`config.mk`:
```
export PLATFORM = sky130hd
export DESIGN_NAME = gold_code_generator
export DESIGN_NICKNAME = d
export VERILOG_FILES = /design/src/rtl/gcg_pkg.sv /design/src/rtl/gold_code_generator.sv /design/src/rtl/gcg_cfg.sv /design/src/rtl/gcg_lfsr.sv
export SDC_FILE = /design/constraint.sdc
export NUM_CORES = 1
export LEC_CHECK = 0
export BUFFER_PORTS_ARGS = -buffer_cell sky130_fd_sc_hd__buf_2
export CORE_MARGIN = 4
export CORE_UTILIZATION = 47
export CTS_BUF_LIST = sky130_fd_sc_hd__clkbuf_8
export DETAILED_ROUTE_END_ITERATION = 12
export PLACE_DENSITY = 0.61
export SETUP_SLACK_MARGIN = 0.05
export SYNTH_ARGS = -nofsm -noshare
export SYNTH_HDL_FRONTEND = slang
export SYNTH_SLANG_ARGS = --single-unit
```
`constraint.sdc`:
```
create_clock -name clk -period 8.7 [get_ports clk]
set_clock_uncertainty 0.2 [all_clocks]
set_input_delay 1.74 -clock clk [delete_from_list [all_inputs] [get_ports clk]]
set_output_delay 1.74 -clock clk [all_outputs]
set_load 0.03 [all_outputs]
```
`src/rtl/gcg_pkg.sv`:
```
// ----------------------------------------------------------------------------
// gcg_pkg
// Shared widths, register codes, configuration record and length helpers
// for the gold code generator.
// ----------------------------------------------------------------------------
package gcg_pkg;

  localparam int MAX_LENGTH = 16;
  localparam int MIN_LENGTH = 2;
  localparam int REG_W      = MAX_LENGTH;
  localparam int LEN_W      = 5;
  localparam int SEL_W      = 4;
  localparam int CFG_IDX_W  = 3;
  localparam int CFG_DATA_W = 16;

  typedef logic [REG_W-1:0] lfsr_t;
  typedef logic [LEN_W-1:0] len_t;
  typedef logic [SEL_W-1:0] sel_t;

  // configuration register indexes
  typedef enum logic [CFG_IDX_W-1:0] {
    CFG_SEQ_LENGTH = 3'd0,
    CFG_TAPS_A     = 3'd1,
    CFG_TAPS_B     = 3'd2,
    CFG_INIT_A     = 3'd3,
    CFG_INIT_B     = 3'd4,
    CFG_SELECT_A   = 3'd5,
    CFG_SELECT_B   = 3'd6
  } cfg_idx_t;

  typedef struct packed {
    len_t  seq_length;
    lfsr_t taps_a;
    lfsr_t taps_b;
    lfsr_t init_a;
    lfsr_t init_b;
    sel_t  select_a;
    sel_t  select_b;
  } cfg_t;

  localparam len_t  RST_SEQ_LENGTH = 5'd10;
  localparam lfsr_t RST_TAPS       = 16'd1020;
  localparam lfsr_t RST_INIT       = 16'd1023;
  localparam sel_t  RST_SELECT     = 4'd0;

  // clamp the programmed length into the supported range
  function automatic len_t eff_len(input len_t l);
    len_t r;
    r = l;
    if (l < len_t'(MIN_LENGTH)) r = len_t'(MIN_LENGTH);
    if (l > len_t'(MAX_LENGTH)) r = len_t'(MAX_LENGTH);
    return r;
  endfunction

  // ones in the low l stages
  function automatic lfsr_t len_mask(input len_t l);
    return {REG_W{1'b1}} >> (len_t'(REG_W) - l);
  endfunction

endpackage

```
`src/rtl/gold_code_generator.sv`:
```
// ----------------------------------------------------------------------------
// gold_code_generator
// Two-register gold code chip generator with programmable length, taps,
// initial vectors and output stage selects.
// ----------------------------------------------------------------------------
// usage:
//   input channel (in_valid/in_ready, restart): one transfer per chip tick;
//   restart=1 reloads both registers and the chip counter before the tick.
//   output channel (out_valid/out_ready): one result per input transfer,
//   code_bit, chip_index and period_end, in input order.
//   config channel (cfg_valid/cfg_ready, cfg_index, cfg_data): always ready;
//   a write to registers 0..6 updates the register and reloads the shift
//   registers in the next cycle (input held off for the reload), index 7
//   is ignored. write only while the block is idle.
// result: registered, it appears in the cycle after its input transfer.
// throughput: one chip per cycle unless stalled or reloading; the shift,
//   parity and period compare all fit between the state and output registers.
// reset: configuration returns to its defaults and the shift registers are
//   loaded from the default initial vectors in the first cycle after reset,
//   during which in_ready is low.
// stall: the output register holds its result while out_ready is low; a new
//   input is taken in the same cycle the old result leaves.
// ----------------------------------------------------------------------------
module gold_code_generator (
  input  logic                           clk,
  input  logic                           rst,
  // input channel
  input  logic                           in_valid,
  output logic                           in_ready,
  input  logic                           restart,
  // output channel
  output logic                           out_valid,
  input  logic                           out_ready,
  output logic                           code_bit,
  output logic [15:0]                    chip_index,
  output logic                           period_end,
  // configuration channel
  input  logic                           cfg_valid,
  output logic                           cfg_ready,
  input  logic [gcg_pkg::CFG_IDX_W-1:0]  cfg_index,
  input  logic [gcg_pkg::CFG_DATA_W-1:0] cfg_data
);

  gcg_pkg::cfg_t  cfg;
  logic           cfg_write;

  // generator state
  gcg_pkg::lfsr_t shift_reg_a;
  gcg_pkg::lfsr_t shift_reg_b;
  gcg_pkg::lfsr_t chip_counter;
  logic           reload_pending;

  gcg_pkg::len_t  len;
  gcg_pkg::lfsr_t mask;
  gcg_pkg::lfsr_t last;
  gcg_pkg::lfsr_t cnt_cur;
  logic           hit_end;
  logic           accept;

  logic           chip_a;
  logic           chip_b;
  gcg_pkg::lfsr_t adv_a;
  gcg_pkg::lfsr_t adv_b;
  gcg_pkg::lfsr_t load_a;
  gcg_pkg::lfsr_t load_b;

  gcg_cfg u_cfg (
    .clk       (clk),
    .rst       (rst),
    .cfg_valid (cfg_valid),
    .cfg_index (cfg_index),
    .cfg_data  (cfg_data),
    .cfg       (cfg),
    .cfg_write (cfg_write)
  );

  assign cfg_ready = 1'b1;

  // effective length and period end
  assign len  = gcg_pkg::eff_len(cfg.seq_length);
  assign mask = gcg_pkg::len_mask(len);
  assign last = mask - gcg_pkg::lfsr_t'(1);

  gcg_lfsr u_lfsr_a (
    .state   (shift_reg_a),
    .taps    (cfg.taps_a),
    .init    (cfg.init_a),
    .sel     (cfg.select_a),
    .len     (len),
    .mask    (mask),
    .restart (restart),
    .chip    (chip_a),
    .adv     (adv_a),
    .load    (load_a)
  );

  gcg_lfsr u_lfsr_b (
    .state   (shift_reg_b),
    .taps    (cfg.taps_b),
    .init    (cfg.init_b),
    .sel     (cfg.select_b),
    .len     (len),
    .mask    (mask),
    .restart (restart),
    .chip    (chip_b),
    .adv     (adv_b),
    .load    (load_b)
  );

  // restart clears the count before this chip
  assign cnt_cur = restart ? '0 : chip_counter;
  assign hit_end = cnt_cur >= last;

  // output register frees up in the same cycle it is drained
  assign in_ready = !reload_pending && (!out_valid || out_ready);
  assign accept   = in_valid && in_ready;

  // control state
  always_ff @(posedge clk) begin
    if (rst) begin
      reload_pending <= 1'b1;
      out_valid      <= 1'b0;
    end else begin
      if (cfg_write) begin
        reload_pending <= 1'b1;
      end else if (reload_pending) begin
        reload_pending <= 1'b0;
      end
      if (accept) begin
        out_valid <= 1'b1;
      end else if (out_ready) begin
        out_valid <= 1'b0;
      end
    end
  end

  // shift registers and chip counter
  always_ff @(posedge clk) begin
    if (reload_pending) begin
      shift_reg_a  <= load_a;
      shift_reg_b  <= load_b;
      chip_counter <= '0;
    end else if (accept) begin
      if (hit_end) begin
        shift_reg_a  <= load_a;
        shift_reg_b  <= load_b;
        chip_counter <= '0;
      end else begin
        shift_reg_a  <= adv_a;
        shift_reg_b  <= adv_b;
        chip_counter <= cnt_cur + gcg_pkg::lfsr_t'(1);
      end
    end
  end

  // result register
  always_ff @(posedge clk) begin
    if (accept) begin
      code_bit   <= chip_a ^ chip_b;
      chip_index <= cnt_cur;
      period_end <= hit_end;
    end
  end

endmodule

```
`src/rtl/gcg_cfg.sv`:
```
// ----------------------------------------------------------------------------
// gcg_cfg
// Configuration register file; flags every write to a defined register.
// ----------------------------------------------------------------------------
module gcg_cfg (
  input  logic                           clk,
  input  logic                           rst,
  input  logic                           cfg_valid,
  input  logic [gcg_pkg::CFG_IDX_W-1:0]  cfg_index,
  input  logic [gcg_pkg::CFG_DATA_W-1:0] cfg_data,
  output gcg_pkg::cfg_t                  cfg,
  output logic                           cfg_write
);

  gcg_pkg::cfg_t cfg_next;
  logic          hit;

  always_comb begin
    cfg_next = cfg;
    hit      = 1'b1;
    case (gcg_pkg::cfg_idx_t'(cfg_index))
      gcg_pkg::CFG_SEQ_LENGTH: cfg_next.seq_length = cfg_data[gcg_pkg::LEN_W-1:0];
      gcg_pkg::CFG_TAPS_A:     cfg_next.taps_a     = cfg_data[gcg_pkg::REG_W-1:0];
      gcg_pkg::CFG_TAPS_B:     cfg_next.taps_b     = cfg_data[gcg_pkg::REG_W-1:0];
      gcg_pkg::CFG_INIT_A:     cfg_next.init_a     = cfg_data[gcg_pkg::REG_W-1:0];
      gcg_pkg::CFG_INIT_B:     cfg_next.init_b     = cfg_data[gcg_pkg::REG_W-1:0];
      gcg_pkg::CFG_SELECT_A:   cfg_next.select_a   = cfg_data[gcg_pkg::SEL_W-1:0];
      gcg_pkg::CFG_SELECT_B:   cfg_next.select_b   = cfg_data[gcg_pkg::SEL_W-1:0];
      default:                 hit = 1'b0;
    endcase
  end

  assign cfg_write = cfg_valid && hit;

  always_ff @(posedge clk) begin
    if (rst) begin
      cfg.seq_length <= gcg_pkg::RST_SEQ_LENGTH;
      cfg.taps_a     <= gcg_pkg::RST_TAPS;
      cfg.taps_b     <= gcg_pkg::RST_TAPS;
      cfg.init_a     <= gcg_pkg::RST_INIT;
      cfg.init_b     <= gcg_pkg::RST_INIT;
      cfg.select_a   <= gcg_pkg::RST_SELECT;
      cfg.select_b   <= gcg_pkg::RST_SELECT;
    end else if (cfg_write) begin
      cfg <= cfg_next;
    end
  end

endmodule

```
`src/rtl/gcg_lfsr.sv`:
```
// ----------------------------------------------------------------------------
// gcg_lfsr
// One shift register step: restart load, selected stage and feedback shift.
// ----------------------------------------------------------------------------
module gcg_lfsr (
  input  gcg_pkg::lfsr_t state,
  input  gcg_pkg::lfsr_t taps,
  input  gcg_pkg::lfsr_t init,
  input  gcg_pkg::sel_t  sel,
  input  gcg_pkg::len_t  len,
  input  gcg_pkg::lfsr_t mask,
  input  logic           restart,
  output logic           chip,
  output gcg_pkg::lfsr_t adv,
  output gcg_pkg::lfsr_t load
);

  gcg_pkg::lfsr_t cur;
  gcg_pkg::lfsr_t fb_mask;
  logic           fb;

  assign load = init & mask;
  assign cur  = restart ? load : state;

  // last stage always feeds back, taps only below it
  assign fb_mask = (taps & (mask >> 1)) | (mask ^ (mask >> 1));
  assign fb      = ^(cur & fb_mask);

  assign chip = ({1'b0, sel} < len) ? cur[sel] : 1'b0;
  assign adv  = {cur[gcg_pkg::REG_W-2:0], fb} & mask;

endmodule

```
# ---- Word-level counts from Yosys, hierarchy flattened
# Cells that the tools add are included.
dict set report word_totals {
  reg_bits 145
  in_bits 25
  out_inout_bits 21
  word_cells 85
}
dict set report classes {
  n_addsub 3
  magnitude_cmp 7
  n_eq_ne 6
  shift 1
  muxes 22
  bitwise_logic 12
  reduce_logical 19
}
# op n
set ops {}
lappend ops {{16-bit 2-to-1 mux} 10}
lappend ops {{16-bit bitwise AND} 6}
lappend ops {{16-bit by 15-bit bitwise AND with 16-bit output} 2}
lappend ops {{16-bit bitwise OR} 2}
lappend ops {{16-bit parity} 2}
lappend ops {{16-bit by 1-bit adder with 16-bit output, second input constant} 1}
lappend ops {{16-bit greater-or-equal comparator} 1}
lappend ops {{16-bit by 5-bit >> shifter with 16-bit output, first input constant} 1}
lappend ops {{16-bit by 1-bit subtractor with 16-bit output, second input constant} 1}
lappend ops {{16-bit by 15-bit bitwise XOR with 16-bit output} 1}
lappend ops {{2-bit AND reduction} 7}
lappend ops {{4-bit by 5-bit < comparator with 1-bit output} 2}
lappend ops {{4-bit by 5-bit < comparator with 1-bit output, second input constant} 2}
lappend ops {{5-bit 2-to-1 mux} 2}
lappend ops {{3-bit equality test, second input constant} 3}
lappend ops {{1-bit binary-select mux with 4-bit select} 2}
lappend ops {{1-bit 2-to-1 mux} 8}
lappend ops {{7-bit OR reduction} 1}
lappend ops {{3-bit by 2-bit equality test with 1-bit output, second input constant} 2}
lappend ops {{5-bit greater-than comparator, second input constant} 1}
lappend ops {{5-bit by 2-bit < comparator with 1-bit output, second input constant} 1}
lappend ops {{5-bit subtractor, first input constant} 1}
lappend ops {{2-bit nonzero test} 2}
lappend ops {{3-bit by 1-bit equality test with 1-bit output, second input constant} 1}
lappend ops {{other kinds (5)} 8}

# ---- Longest topological paths before layout
# Gate-level depths: netlist (run 1).
dict set report depth {
  depth_word 13
  ltp_mapped 26
  ltp_nobuf 22
}

# ---- Modules after synthesis
# Synthesis (run 1) repeated with hierarchy kept, for this count alone.
dict set report unflattened {
  cells_unflattened 897
  area_unflattened_um2 9181.3
}
# module n_inst cells_each area_per_inst_um2 seq_area_each_um2
set by_module_without_submodules {}
lappend by_module_without_submodules {gold_code_generator 1 303 3719.8 1861.8}
lappend by_module_without_submodules {gcg_cfg 1 288 3046.7 1541.5}
lappend by_module_without_submodules {gcg_lfsr 2 153 1207.4 0.0}

# ---- Least setup slack after synthesis (run 1)
# OpenSTA, ideal clock, no wires.
dict set report synth_timing {
  kind {flip-flop to flip-flop}
  startpoint {register u_cfg.cfg[74] (netlist name)}
  endpoint {register shift_reg_a[10] (data pin)}
  setup_ns 0.275
  arrival_time_ns 5.424
  required_time_ns 8.225
  path_slack_ns 2.801
  path_stages_with_launch 26
  n_path_buf 6
  synth_period_minus_slack_ns 5.899
  path_cell_list {dfxtp_1 -> buf_6 -> buf_4 -> o311ai_0 -> ha_1 -> nor2b_1 -> buf_4 -> nor2_4 -> clkbuf_1 -> and2_1 -> inv_1 -> ha_1 -> nand2_1 -> nand2_1 -> o21ai_0 -> nor2_1 -> o211a_1 -> xor2_1 -> ha_1 -> a21o_1 -> a21oi_1 -> o21ai_0 -> a211oi_1 -> clkbuf_1 -> clkbuf_1 -> a211oi_1}
}
dict set report synth_via {
  elab_chain_len 11
  word_cells_on_any_way 14
  cone_classes {add/sub (2); order compare (3); shift (1); mux (6); bitwise (2)}
}
# element line
set synth_lines {}
lappend synth_lines {{5-bit by 2-bit < comparator with 1-bit output} gcg_pkg.sv:50} ;# if (l < len_t'(MIN_LENGTH)) r = len_t'(MIN_LENGTH);
lappend synth_lines {{5-bit 2-to-1 mux} gcg_pkg.sv:50}
lappend synth_lines {{5-bit 2-to-1 mux *} gcg_pkg.sv:51} ;# if (l > len_t'(MAX_LENGTH)) r = len_t'(MAX_LENGTH);
lappend synth_lines {{5-bit subtractor *} gcg_pkg.sv:57} ;# return {REG_W{1'b1}} >> (len_t'(REG_W) - l);
lappend synth_lines {{16-bit by 5-bit >> shifter with 16-bit output *} gcg_pkg.sv:57}
lappend synth_lines {{branches (longest 5 deep; another with 16-bit by 1-bit subtractor with 16-bit output)} -}
lappend synth_lines {{16-bit 2-to-1 mux *} gold_code_generator.sv:139} ;# if (reload_pending) begin
lappend synth_lines {{end signal: assignment} gold_code_generator.sv:140} ;# shift_reg_a <= load_a;
lappend synth_lines {{end signal: assignment} gold_code_generator.sv:145} ;# shift_reg_a <= load_a;
lappend synth_lines {{end signal: assignment} gold_code_generator.sv:149} ;# shift_reg_a <= adv_a;
lappend synth_lines {{end: declaration} gold_code_generator.sv:48} ;# gcg_pkg::lfsr_t shift_reg_a;
# Every way passes the cells marked *. The select of a mux whose other input is x is not followed.
# A chain may end at the register's enable or synchronous reset.

# ---- Worst setup path in the final report (run 1)
dict set report layout_timing {
  startpoint {register u_cfg.cfg[74] (netlist name)}
  endpoint {register shift_reg_b[13] (data pin)}
}
dict set report layout_via {
  elab_chain_len 11
  word_cells_on_any_way 14
  cone_classes {add/sub (2); order compare (3); shift (1); mux (6); bitwise (2)}
}
# element line
set layout_lines {}
lappend layout_lines {{5-bit by 2-bit < comparator with 1-bit output} gcg_pkg.sv:50}
lappend layout_lines {{5-bit 2-to-1 mux} gcg_pkg.sv:50}
lappend layout_lines {{5-bit 2-to-1 mux *} gcg_pkg.sv:51}
lappend layout_lines {{5-bit subtractor *} gcg_pkg.sv:57}
lappend layout_lines {{16-bit by 5-bit >> shifter with 16-bit output *} gcg_pkg.sv:57}
lappend layout_lines {{branches (longest 5 deep; another with 16-bit by 1-bit subtractor with 16-bit output)} -}
lappend layout_lines {{16-bit 2-to-1 mux *} gold_code_generator.sv:139}
lappend layout_lines {{end signal: assignment} gold_code_generator.sv:141} ;# shift_reg_b <= load_b;
lappend layout_lines {{end signal: assignment} gold_code_generator.sv:146} ;# shift_reg_b <= load_b;
lappend layout_lines {{end signal: assignment} gold_code_generator.sv:150} ;# shift_reg_b <= adv_b;
lappend layout_lines {{end: declaration} gold_code_generator.sv:49} ;# gcg_pkg::lfsr_t shift_reg_b;
# Marks and branches as above.

==> results of run 1 <==
## layout make-up
type                    count  area [sq um]
repair buffers             53           288
clock inverters            15           206
fillers                  1640          8210
well taps                 225           282
flip-flops and latches    143          3360
inverters                  35           131
clock buffers              17           234
multi-input cells         707          4700
## per-stage QoR
step | area, sq um | hold slack (ps) | utilization | setup slack (ps) | total power, W
after floorplan | 8430 | 232 | - | 2800 | 0.000988
after global placement | 8770 | 244 | 0.503 | 2170 | 0.00107
after detailed placement | 8770 | 248 | 0.503 | 1970 | 0.00108
after CTS | 9210 | 261 | 0.529 | 1970 | 0.00167
after global routing | 9210 | 285 | 0.529 | 1350 | 0.00173
final | 9210 | 261 | 0.529 | 1910 | 0.00167
## worst max path at each step
stage                                           from                   endpoint  slack (ps)  cells past startpoint
final                     u_cfg.cfg[74]$_SDFFE_PP0P_  shift_reg_b[13]$_DFFE_PP_        1910                     21
after detailed placement  u_cfg.cfg[74]$_SDFFE_PP0P_  shift_reg_b[13]$_DFFE_PP_        1970                     21
after floorplan           u_cfg.cfg[74]$_SDFFE_PP0P_  shift_reg_a[10]$_DFFE_PP_        2800                     25
after CTS                 u_cfg.cfg[74]$_SDFFE_PP0P_   shift_reg_a[1]$_DFFE_PP_        1970                     21
after global routing      u_cfg.cfg[74]$_SDFFE_PP0P_   shift_reg_a[1]$_DFFE_PP_        1350                     22
after global placement    u_cfg.cfg[74]$_SDFFE_PP0P_  shift_reg_b[13]$_DFFE_PP_        2170                     21
## cell usage in the layout, fill, tap and decap left out, drive strengths merged, types with 5 or more instances in the layout
| cell type | n |
|---|---|
| inv | 40 |
| ha | 39 |
| nand2 | 179 |
| o21ai | 29 |
| a2bb2oi | 8 |
| o211ai | 6 |
| buf | 53 |
| xnor2 | 15 |
| nor3 | 9 |
| a32oi | 8 |
| a21oi | 57 |
| a41oi | 6 |
| nand3b | 37 |
| xnor3 | 8 |
| nand4 | 5 |
| a211oi | 34 |
| nor2b | 27 |
| clkinv | 5 |
| o31ai | 5 |
| a31oi | 15 |
| nand3 | 18 |
| a21boi | 6 |
| mux2i | 26 |
| edfxtp | 50 |
| nor2 | 75 |
| nand2b | 7 |
| xor2 | 13 |
| and3 | 7 |
| a32o | 6 |
| a21o | 8 |
| dfxtp | 93 |
| clkbuf | 17 |
| and2 | 8 |
## registers in the layout (all words and copies together) (netlist names)
register and count:
chip_counter 16, u_cfg.cfg 75, out_valid 1, code_bit 1, period_end 1, shift_reg_b 16
chip_index 16, shift_reg_a 16, reload_pending 1
## layer usage
layer / track usage / vias up / part of all wire
met2: 0.407 / 340 / 0.46
met1: 0.344 / 3290 / 0.43
li1: - / 3397 / -
met4: 0.0990 / 0 / 0.030
met3: 0.0470 / 46 / 0.079
met5: 0 / - / 0
## kinds of logic after synthesis
logic type	count (synthesis)
DFF	143
and+or+nand+nor	383
adders and majority gates	39
xor gates and xnor gates	37
buffers and inverters	88
AOI/OAI and AO/OA	215
muxes	32
other	1
## worst max-delay path, cell delays in order (launching register included)
cell      delay, ps
dfxtp_1         530
o311ai_0        890
ha_1            650
nor2b_1         290
nor2_4          410
and2_1          260
inv_1           100
ha_1            180
nand2_1          90
nand2_1          50
o21ai_0         300
nor2_1          160
o211a_1         240
xor2_1          210
ha_1            290
a21o_1          160
a21oi_1         130
o21ai_0         230
a211oi_4        270
buf_4           560
mux2i_1         270
nor2_1           50
## power by group
part / switching, W / internal, W / leakage (nW)
logic: 0.000186 / 0.000137 / 2.36
clock network: 0.000289 / 0.000316 / 0.222
registers: 0.0000178 / 0.000728 / 1.24
==> metrics, run 1 <==
status=completed; total congestion overflow=0; Worst-Margin Slew=1100 ps; most instantiated library cell after synthesis=nand2_1; crit path DAT=about 6800 ps; root buffer cell=clkbuf_8; Worst R2R Setup Slack=roughly 1900 ps; CTS Sinks=approximately 140; Worst Hold Launch=u_cfg.cfg[70]$_SDFFE_PP0P_; gr usage total=0.255; post-CTS resize count=0; Final min period=a little under 7000 ps; GP Congestion=between 0.9 and 1; Initial DRC Count=just under 700; worst hold path class=register to register; clock buffer depth=2; Yosys top cell by area=dfxtp_1; final hold violation count=0; initial antenna violation count=0; Post-Synth Simple-Gate Area=0.218; post-synthesis mux area share=0.0429; Avg Cell Area, Syn=approximately 9 sq um; Final Max Tran Viols=0; Peak Freq=between 100 and 150 MHz; Power Density=between 150 and 200 nW/um^2; Starting Density=0.484; worst rel slew slack=0.267; Adder-Cell Fraction of Synth Area=0.0579; Ys Warns=0; Final setup viols=0; Post-synth EDFFs=50; final worst path period share=0.781; critical path type=register to register; via count=just over 7000; Buffers on Ports=44; XOR/XNOR share of the synthesized area=0.0533; syn nets=1002; count of hold-fix buffers inserted at cts=0; Seq cells post-synth=around 140; P&R area growth vs syn=9.20%; TritonRoute pass-1 iters=6; first-pass GRT wire length=~39 mm; dpl cells=approximately 1200; Worst Setup End Kind=register; max cap viols=0; RR Endpoint=shift_reg_b[13]$_DFFE_PP_; core region area=about 17000 sq um; number of global-route vias before repair=6704; Commonest cells post-synth=nand2_1 (179), dfxtp_1 (93), nor2_1 (74); die width=roughly 140 um; critical path required time=8730 ps; H-Tree Depth=4; Syn Std Cell Area=8430 sq um; Synth top area share=0.221; r2r startpoint=u_cfg.cfg[74]$_SDFFE_PP0P_; row count=48; Max FO, Critical Path=between 50 and 60; Peak VDD IR=around 0.11 mV; CP startpoint kind=register; Syn Inst Count=approximately 940; count of cell types in the netlist=74; ys async rst share=0; Ant. Diodes=0; Post-Layout Cell Count=about 1200; fin nets=between 1000 and 1500; largest cells by area after synthesis=dfxtp_1 (22%), edfxtp_1 (18%), nand2_1 (8.0%), ha_1 (5.8%), nand3b_1 (3.3%); total CTS buffers=17; number of buffers inserted by post-CTS setup repair=0; Hold Path Stages=2; clock latency at the later pin of the worst-skew pair=480 ps; WL final=25.0 mm; io pins=46; Hold Crit Endpoint=u_cfg.cfg[70]$_SDFFE_PP0P_; CTS tree=yes; DRC Markers=0; die area=between 20000 and 25000 sq um; WL per Instance=20.9 um; Synth Area in Compound Gates=0.183; die height=about 140 um; RSZ-0062 raised after global routing=no; setup TNS=0 ps; cells on worst reg2reg path=21; largest family of logic cells by synthesized area=simple AND/OR/NAND/NOR gates; hpwl dp=17.9 mm; Seq/Total Area, Yosys=0.399; largest net degree at the start of global routing=78; Synth Flop Type=dfxtp_1; Worst-path clk slew=about 90 ps; Leakage=3.82 nW; layout cell share with drive strength beyond 1=0.120; Avg Vias per Cell=just under 6; Routed Antenna Nets=0
Note: power is estimated with default switching activity, not from simulation.
==> inputs of run 2 (changes only) <==
--- a/config.mk
+++ b/config.mk
@@ -10,7 +10,7 @@
 export CORE_UTILIZATION = 47
 export CTS_BUF_LIST = sky130_fd_sc_hd__clkbuf_8
 export DETAILED_ROUTE_END_ITERATION = 12
-export PLACE_DENSITY = 0.61
+export PLACE_DENSITY = 0.63
 export SETUP_SLACK_MARGIN = 0.05
 export SYNTH_ARGS = -nofsm -noshare
 export SYNTH_HDL_FRONTEND = slang
==> constraint.sdc (replaced) <==
create_clock -name clk -period 5.93 [get_ports clk]
set_clock_uncertainty 0.2 [all_clocks]
set_input_delay 1.186 -clock clk [delete_from_list [all_inputs] [get_ports clk]]
set_output_delay 1.186 -clock clk [all_outputs]
set_load 0.03 [all_outputs]
==> metrics, run 2 (synthesized netlist as in run 1, its figures left out) <==
status=completed; Peak VDD IR=0.152 mV; worst rel slew slack=0.280; gr usage total=0.249; Top reg by flops=u_cfg.cfg; row count=48; DR WL met3=between 1.5 and 2 mm; Final setup viols=0; first-pass GRT wire length=approximately 39 mm; hpwl dp=17.9 mm; P&R area growth vs syn=10.5%; Final Max Tran Viols=0; Max FO, Critical Path=29; crit path DAT=about 5800 ps; die area=~20000 sq um; layout cell share with drive strength beyond 1=0.138; H-Tree Depth=4; Leakage=~3.9 nW; Worst R2R Setup Slack=between 200 and 300 ps; highest metal used=met4; initial antenna violation count=0; switching share of power=0.302; WL per Instance=approximately 21 um; r2r startpoint=u_cfg.cfg[74]$_SDFFE_PP0P_; final worst path period share=0.954; worst setup path startpoint=u_cfg.cfg[74]$_SDFFE_PP0P_; Ant. Diodes=0; CP startpoint kind=register; CTS tree=yes; Flop pwr share=0.463; RSZ-0062 raised after global routing=no; io pins=between 40 and 50; Avg Vias per Cell=5.93; max FFs per register=75; DRC Markers=0; Worst Hold Launch=u_cfg.cfg[70]$_SDFFE_PP0P_; RR Endpoint=shift_reg_a[8]$_DFFE_PP_; total congestion overflow=0; Comb power frac=0.209; fin util=0.535; total CTS buffers=17; met2 wire length=about 11 mm; clock latency at the later pin of the worst-skew pair=roughly 470 ps; Hold Crit Endpoint=u_cfg.cfg[70]$_SDFFE_PP0P_; critical path required time=between 6000 and 7000 ps; Initial DRC Count=632; max cap viols=0; root buffer cell=clkbuf_8; count of hold-fix buffers inserted at cts=0; clock buffer depth=2; Critical Path Slowest Stage Cell=a31oi_1; clock power share=0.328; number of global-route vias before repair=between 6000 and 7000; GP Congestion=0.947; Slowest Stage Delay on Critical Path=approximately 560 ps; commonest non-fill, non-tap cell in the layout=nand2_1; Peak Freq=between 150 and 200 MHz; Routed Antenna Nets=0; Worst Setup End Kind=register; Power Density=~250 nW/um^2; critical path type=register to register; Hold Path Stages=2; Final min period=roughly 5700 ps; die height=~140 um; cells on worst reg2reg path=22; CTS Sinks=143; P_int=roughly 0.0016 W; largest net degree at the start of global routing=78; via count=between 7000 and 8000; Worst-Margin Slew=approximately 1100 ps; TritonRoute pass-1 iters=6; Worst-path clk slew=90 ps; WL final=25.2 mm; fin nets=1038; met1 wire length=approximately 11 mm; Starting Density=0.484; die width=142 um; worst hold path class=register to register; setup TNS=0 ps; Switching Power=around 0.00071 W; core region area=17400 sq um; crit-path cells=buf_4 -> nor2_1 -> o21ai_0 -> buf_4 -> ha_1 -> inv_1 -> a31oi_1 -> nand2_1 -> ha_1 -> nand3_1 -> a21oi_1 -> xor2_1 -> ha_1 -> a21o_1 -> a21o_1 -> a21oi_1 -> o21ai_0 -> a211oi_4 -> buf_4 -> buf_6 -> nor2_1 -> a211oi_1; most frequent cells in the layout=nand2_1 (179), dfxtp_1 (93), nor2_1 (73); Buffers on Ports=44; final hold violation count=0
==> run 2: cell types whose count changed in the layout (fill, tap and decap cells not counted), moves of 2 or more <==
| cell | before | now |
|---|---|---|
| ha_1 | 39 | 37 |
| clkinvlp_4 | 1 | 4 |
| buf_4 | 9 | 23 |
| inv_4 | 2 | 0 |
| inv_6 | 3 | 1 |
| ha_2 | 0 | 2 |
| clkinv_2 | 1 | 3 |
| buf_6 | 0 | 2 |
| bufinv_16 | 4 | 2 |
==> run 2: worst max-delay path by stage <==
stage,endpoint,slack [ps]
detailed placement,shift_reg_a[2]$_DFFE_PP_,350
floorplan,shift_reg_a[10]$_DFFE_PP_,220
CTS,shift_reg_a[2]$_DFFE_PP_,300
global route,shift_reg_a[8]$_DFFE_PP_,30
finish,shift_reg_a[8]$_DFFE_PP_,270
global placement,shift_reg_b[13]$_DFFE_PP_,400
==> run 2: timing repair <==
action                                  4_1_cts  5_1_grt
endpoints found under the hold margin         0        0
setup buffers                                 0        1
resized for setup                             0        6
endpoints found under the setup margin        0       41
==> run 2: layer usage <==
layer,GRT usage,vias to the layer above
met1,0.351,3402
met5,0,-
met2,0.390,307
li1,-,3432
met4,0.0783,0
met3,0.0454,44
==> run 2: through the flow <==
| step | std cells | hold WS (ps) | cell area [sq um] | worst slack, ps | total power [W] |
|---|---|---|---|---|---|
| after floorplan | 938 | 232 | 8430 | 220 | 0.00145 |
| after global placement | 1177 | 246 | 8880 | 399 | 0.00159 |
| after detailed placement | 1177 | 249 | 8880 | 346 | 0.00159 |
| after CTS | 1209 | 261 | 9270 | 303 | 0.00236 |
| after global routing | 1212 | 282 | 9320 | 32.5 | 0.00245 |
| final | 1212 | 263 | 9320 | 275 | 0.00236 |
==> run 2: final cells by class <==
class | instances | area (sq um)
inverters | 35 | 131
multi-input cells | 707 | 4720
clock inverters | 15 | 148
flip-flops and latches | 143 | 3360
clock buffers | 17 | 234
fillers | 1671 | 8100
well taps | 225 | 282
repair buffers | 70 | 440
==> run 2: critical path, delay by kind of cell (launching register included) <==
kind	cells	cell delay, ps
compound gates	9	2070
flops	1	350
fa+ha+maj	3	1050
buf+inv	5	1050
xor+xnor	1	180
simple gates	4	590
==> run 2: power groups by stage <==
stage	combinational, W	clock (W)	sequential, W
2_1_floorplan	0.000337	0	0.00111
6_report	0.000494	0.000774	0.00109
3_5_place_dp	0.000477	0	0.00111
3_3_place_gp	0.000474	0	0.00111
4_1_cts	0.000478	0.000786	0.00109
5_1_grt	0.000525	0.000823	0.00110
==> inputs of run 3 (changes only) <==
--- a/config.mk
+++ b/config.mk
@@ -6,7 +6,6 @@
 export NUM_CORES = 1
 export LEC_CHECK = 0
 export BUFFER_PORTS_ARGS = -buffer_cell sky130_fd_sc_hd__buf_2
-export CORE_MARGIN = 4
 export CORE_UTILIZATION = 47
 export CTS_BUF_LIST = sky130_fd_sc_hd__clkbuf_8
 export DETAILED_ROUTE_END_ITERATION = 12
==> metrics, run 3 (synthesized netlist as in run 1, its figures left out) <==
status=completed; gr usage total=0.280; Power Density=249 nW/um^2; P_int=between 0.0015 and 0.002 W; Buffers on Ports=44; Peak VDD IR=between 0.2 and 0.25 mV; Worst-Margin Slew=slightly above 1000 ps; max FFs per register=75; P&R area growth vs syn=10.5%; initial antenna violation count=0; die width=~140 um; core region area=17400 sq um; clock power share=0.320; number of global-route vias before repair=6565; H-Tree Depth=4; Design Power=between 0.002 and 0.0025 W; hpwl dp=between 15 and 20 mm; dpl cells=roughly 1200; critical path required time=6020 ps; Final setup viols=0; Final Max Tran Viols=0; Starting Density=0.484; clock latency at the later pin of the worst-skew pair=about 460 ps; final worst path period share=0.934; Final min period=roughly 5500 ps; Comb power frac=0.209; Critical Path Slowest Stage Cell=dfxtp_1; max cap viols=0; commonest non-fill, non-tap cell in the layout=nand2_1; CP startpoint kind=register; largest net degree at the start of global routing=slightly below 80; fin nets=approximately 1000; count of hold-fix buffers inserted at cts=0; die height=136 um; most frequent cells in the layout=nand2_1 (179), dfxtp_1 (93), nor2_1 (73); final hold violation count=0; total CTS buffers=17; worst hold path class=register to register; Slowest Stage Delay on Critical Path=just under 400 ps; critical path's top delay family=compound AO/OA/AOI/OAI gates; crit path buf inv count=4; total congestion overflow=0; CTS tree=yes; Ant. Diodes=0; root buffer cell=clkbuf_8; worst setup margin=about 390 ps; critical path type=register to register; row count=48; crit path DAT=approximately 5600 ps; Leakage=around 3.9 nW; Worst Setup End Kind=register; Post-Layout Cell Count=between 1000 and 1500; DRC Markers=0; setup TNS=0 ps; via count=approximately 7300; Fill cells=about 1700; Switching Power=roughly 0.00068 W; worst rel slew slack=0.310; Initial DRC Count=around 650; Avg Vias per Cell=5.98; die area=18500 sq um; crit-path cells=buf_4 -> nor2_1 -> o21ai_0 -> ha_2 -> and2b_1 -> mux2_2 -> a21oi_1 -> inv_1 -> ha_1 -> o21ai_0 -> a21boi_0 -> o31ai_1 -> a21boi_0 -> xor2_1 -> ha_1 -> a21o_1 -> a21o_1 -> a21oi_1 -> o21ai_0 -> a211oi_4 -> buf_4 -> buf_6 -> nor2_1 -> a211oi_1; first-pass GRT wire length=38.4 mm; io pins=46; crit-path most repeated cell=o21ai_0; WL final=25.4 mm; area of the multi-input gates=4730 sq um; register area=3360 sq um; Worst-path clk slew=~80 ps; layout cell share with drive strength beyond 1=0.136; TritonRoute pass-1 iters=6; Flop pwr share=0.471; clock buffer depth=2; dpl ws=roughly 150 ps; Top reg by flops=u_cfg.cfg; WL per Instance=roughly 21 um; Routed Antenna Nets=0; GP Congestion=about 0.98; Peak Freq=between 150 and 200 MHz; Max FO, Critical Path=29; CTS Sinks=approximately 140; RSZ-0062 raised after global routing=no; switching share of power=0.291
-- run 3: cell types whose count changed in the layout (fill, tap and decap cells not counted), sizes merged --
| cell | change |
|---|---|
| buf | +1 |
| bufinv | -1 |
| clkbuf | +4 |
| clkinv | -2 |
| clkinvlp | -3 |
| inv | +2 |
-- run 3: tightest hold or removal path: cells and delay by family, from the launching register on --
kind	cells	cell delay, ps
AOI/OAI and AO/OA	1	50
DFF	1	310
and+or+nand+nor	1	50
-- run 3: final cells by class --
class,instances,area share
clock inverter,11,0.00819
clock buffer,21,0.0310
tap,225,0.0302
multi-input combinational,707,0.508
timing repair buffer,71,0.0477
inverter,35,0.0141
sequential,143,0.361
-- run 3: what timing repair did --
action / in CTS / in global routing
setup buffers: 0 / 2
gates resized for setup: 0 / 7
endpoints found under the setup margin: 0 / 41
-- run 3: final timing paths --
| kind | start | endpoint | slack, ps | depth (start not counted) |
|---|---|---|---|---|
| max | u_cfg.cfg[74]$_SDFFE_PP0P_ | shift_reg_b[12]$_DFFE_PP_ | 390 | 24 |
| min | u_cfg.cfg[54]$_SDFFE_PP0P_ | u_cfg.cfg[54]$_SDFFE_PP0P_ | 260 | 2 |
| max reg2reg | u_cfg.cfg[74]$_SDFFE_PP0P_ | shift_reg_b[12]$_DFFE_PP_ | 390 | 24 |
| min reg2reg | u_cfg.cfg[54]$_SDFFE_PP0P_ | u_cfg.cfg[54]$_SDFFE_PP0P_ | 260 | 2 |
-- run 3: per-layer routing --
| metal | track usage | wire (um) | part of all wire |
|---|---|---|---|
| met4 | 0.0870 | 520 | 0.020 |
| met2 | 0.448 | 11800 | 0.46 |
| met3 | 0.0574 | 1910 | 0.075 |
| met1 | 0.377 | 11200 | 0.44 |
| met5 | 0 | 0 | 0 |
-- run 3: power by group through the flow --
stage	Combinational, W	Clock (W)	Sequential, W
after CTS	0.000472	0.000748	0.00109
after global routing	0.000519	0.000786	0.00110
final	0.000484	0.000742	0.00109
after floorplan	0.000337	0	0.00111
after detailed placement	0.000470	0	0.00111
after global placement	0.000468	0	0.00111
-- run 3: per-stage QoR --
step	util	hold slack [ps]	area [sq um]
detailed placement	0.511	251	8890
global route	0.535	276	9320
floorplan	-	232	8430
finish	0.535	258	9320
CTS	0.532	260	9260
global placement	0.511	247	8890
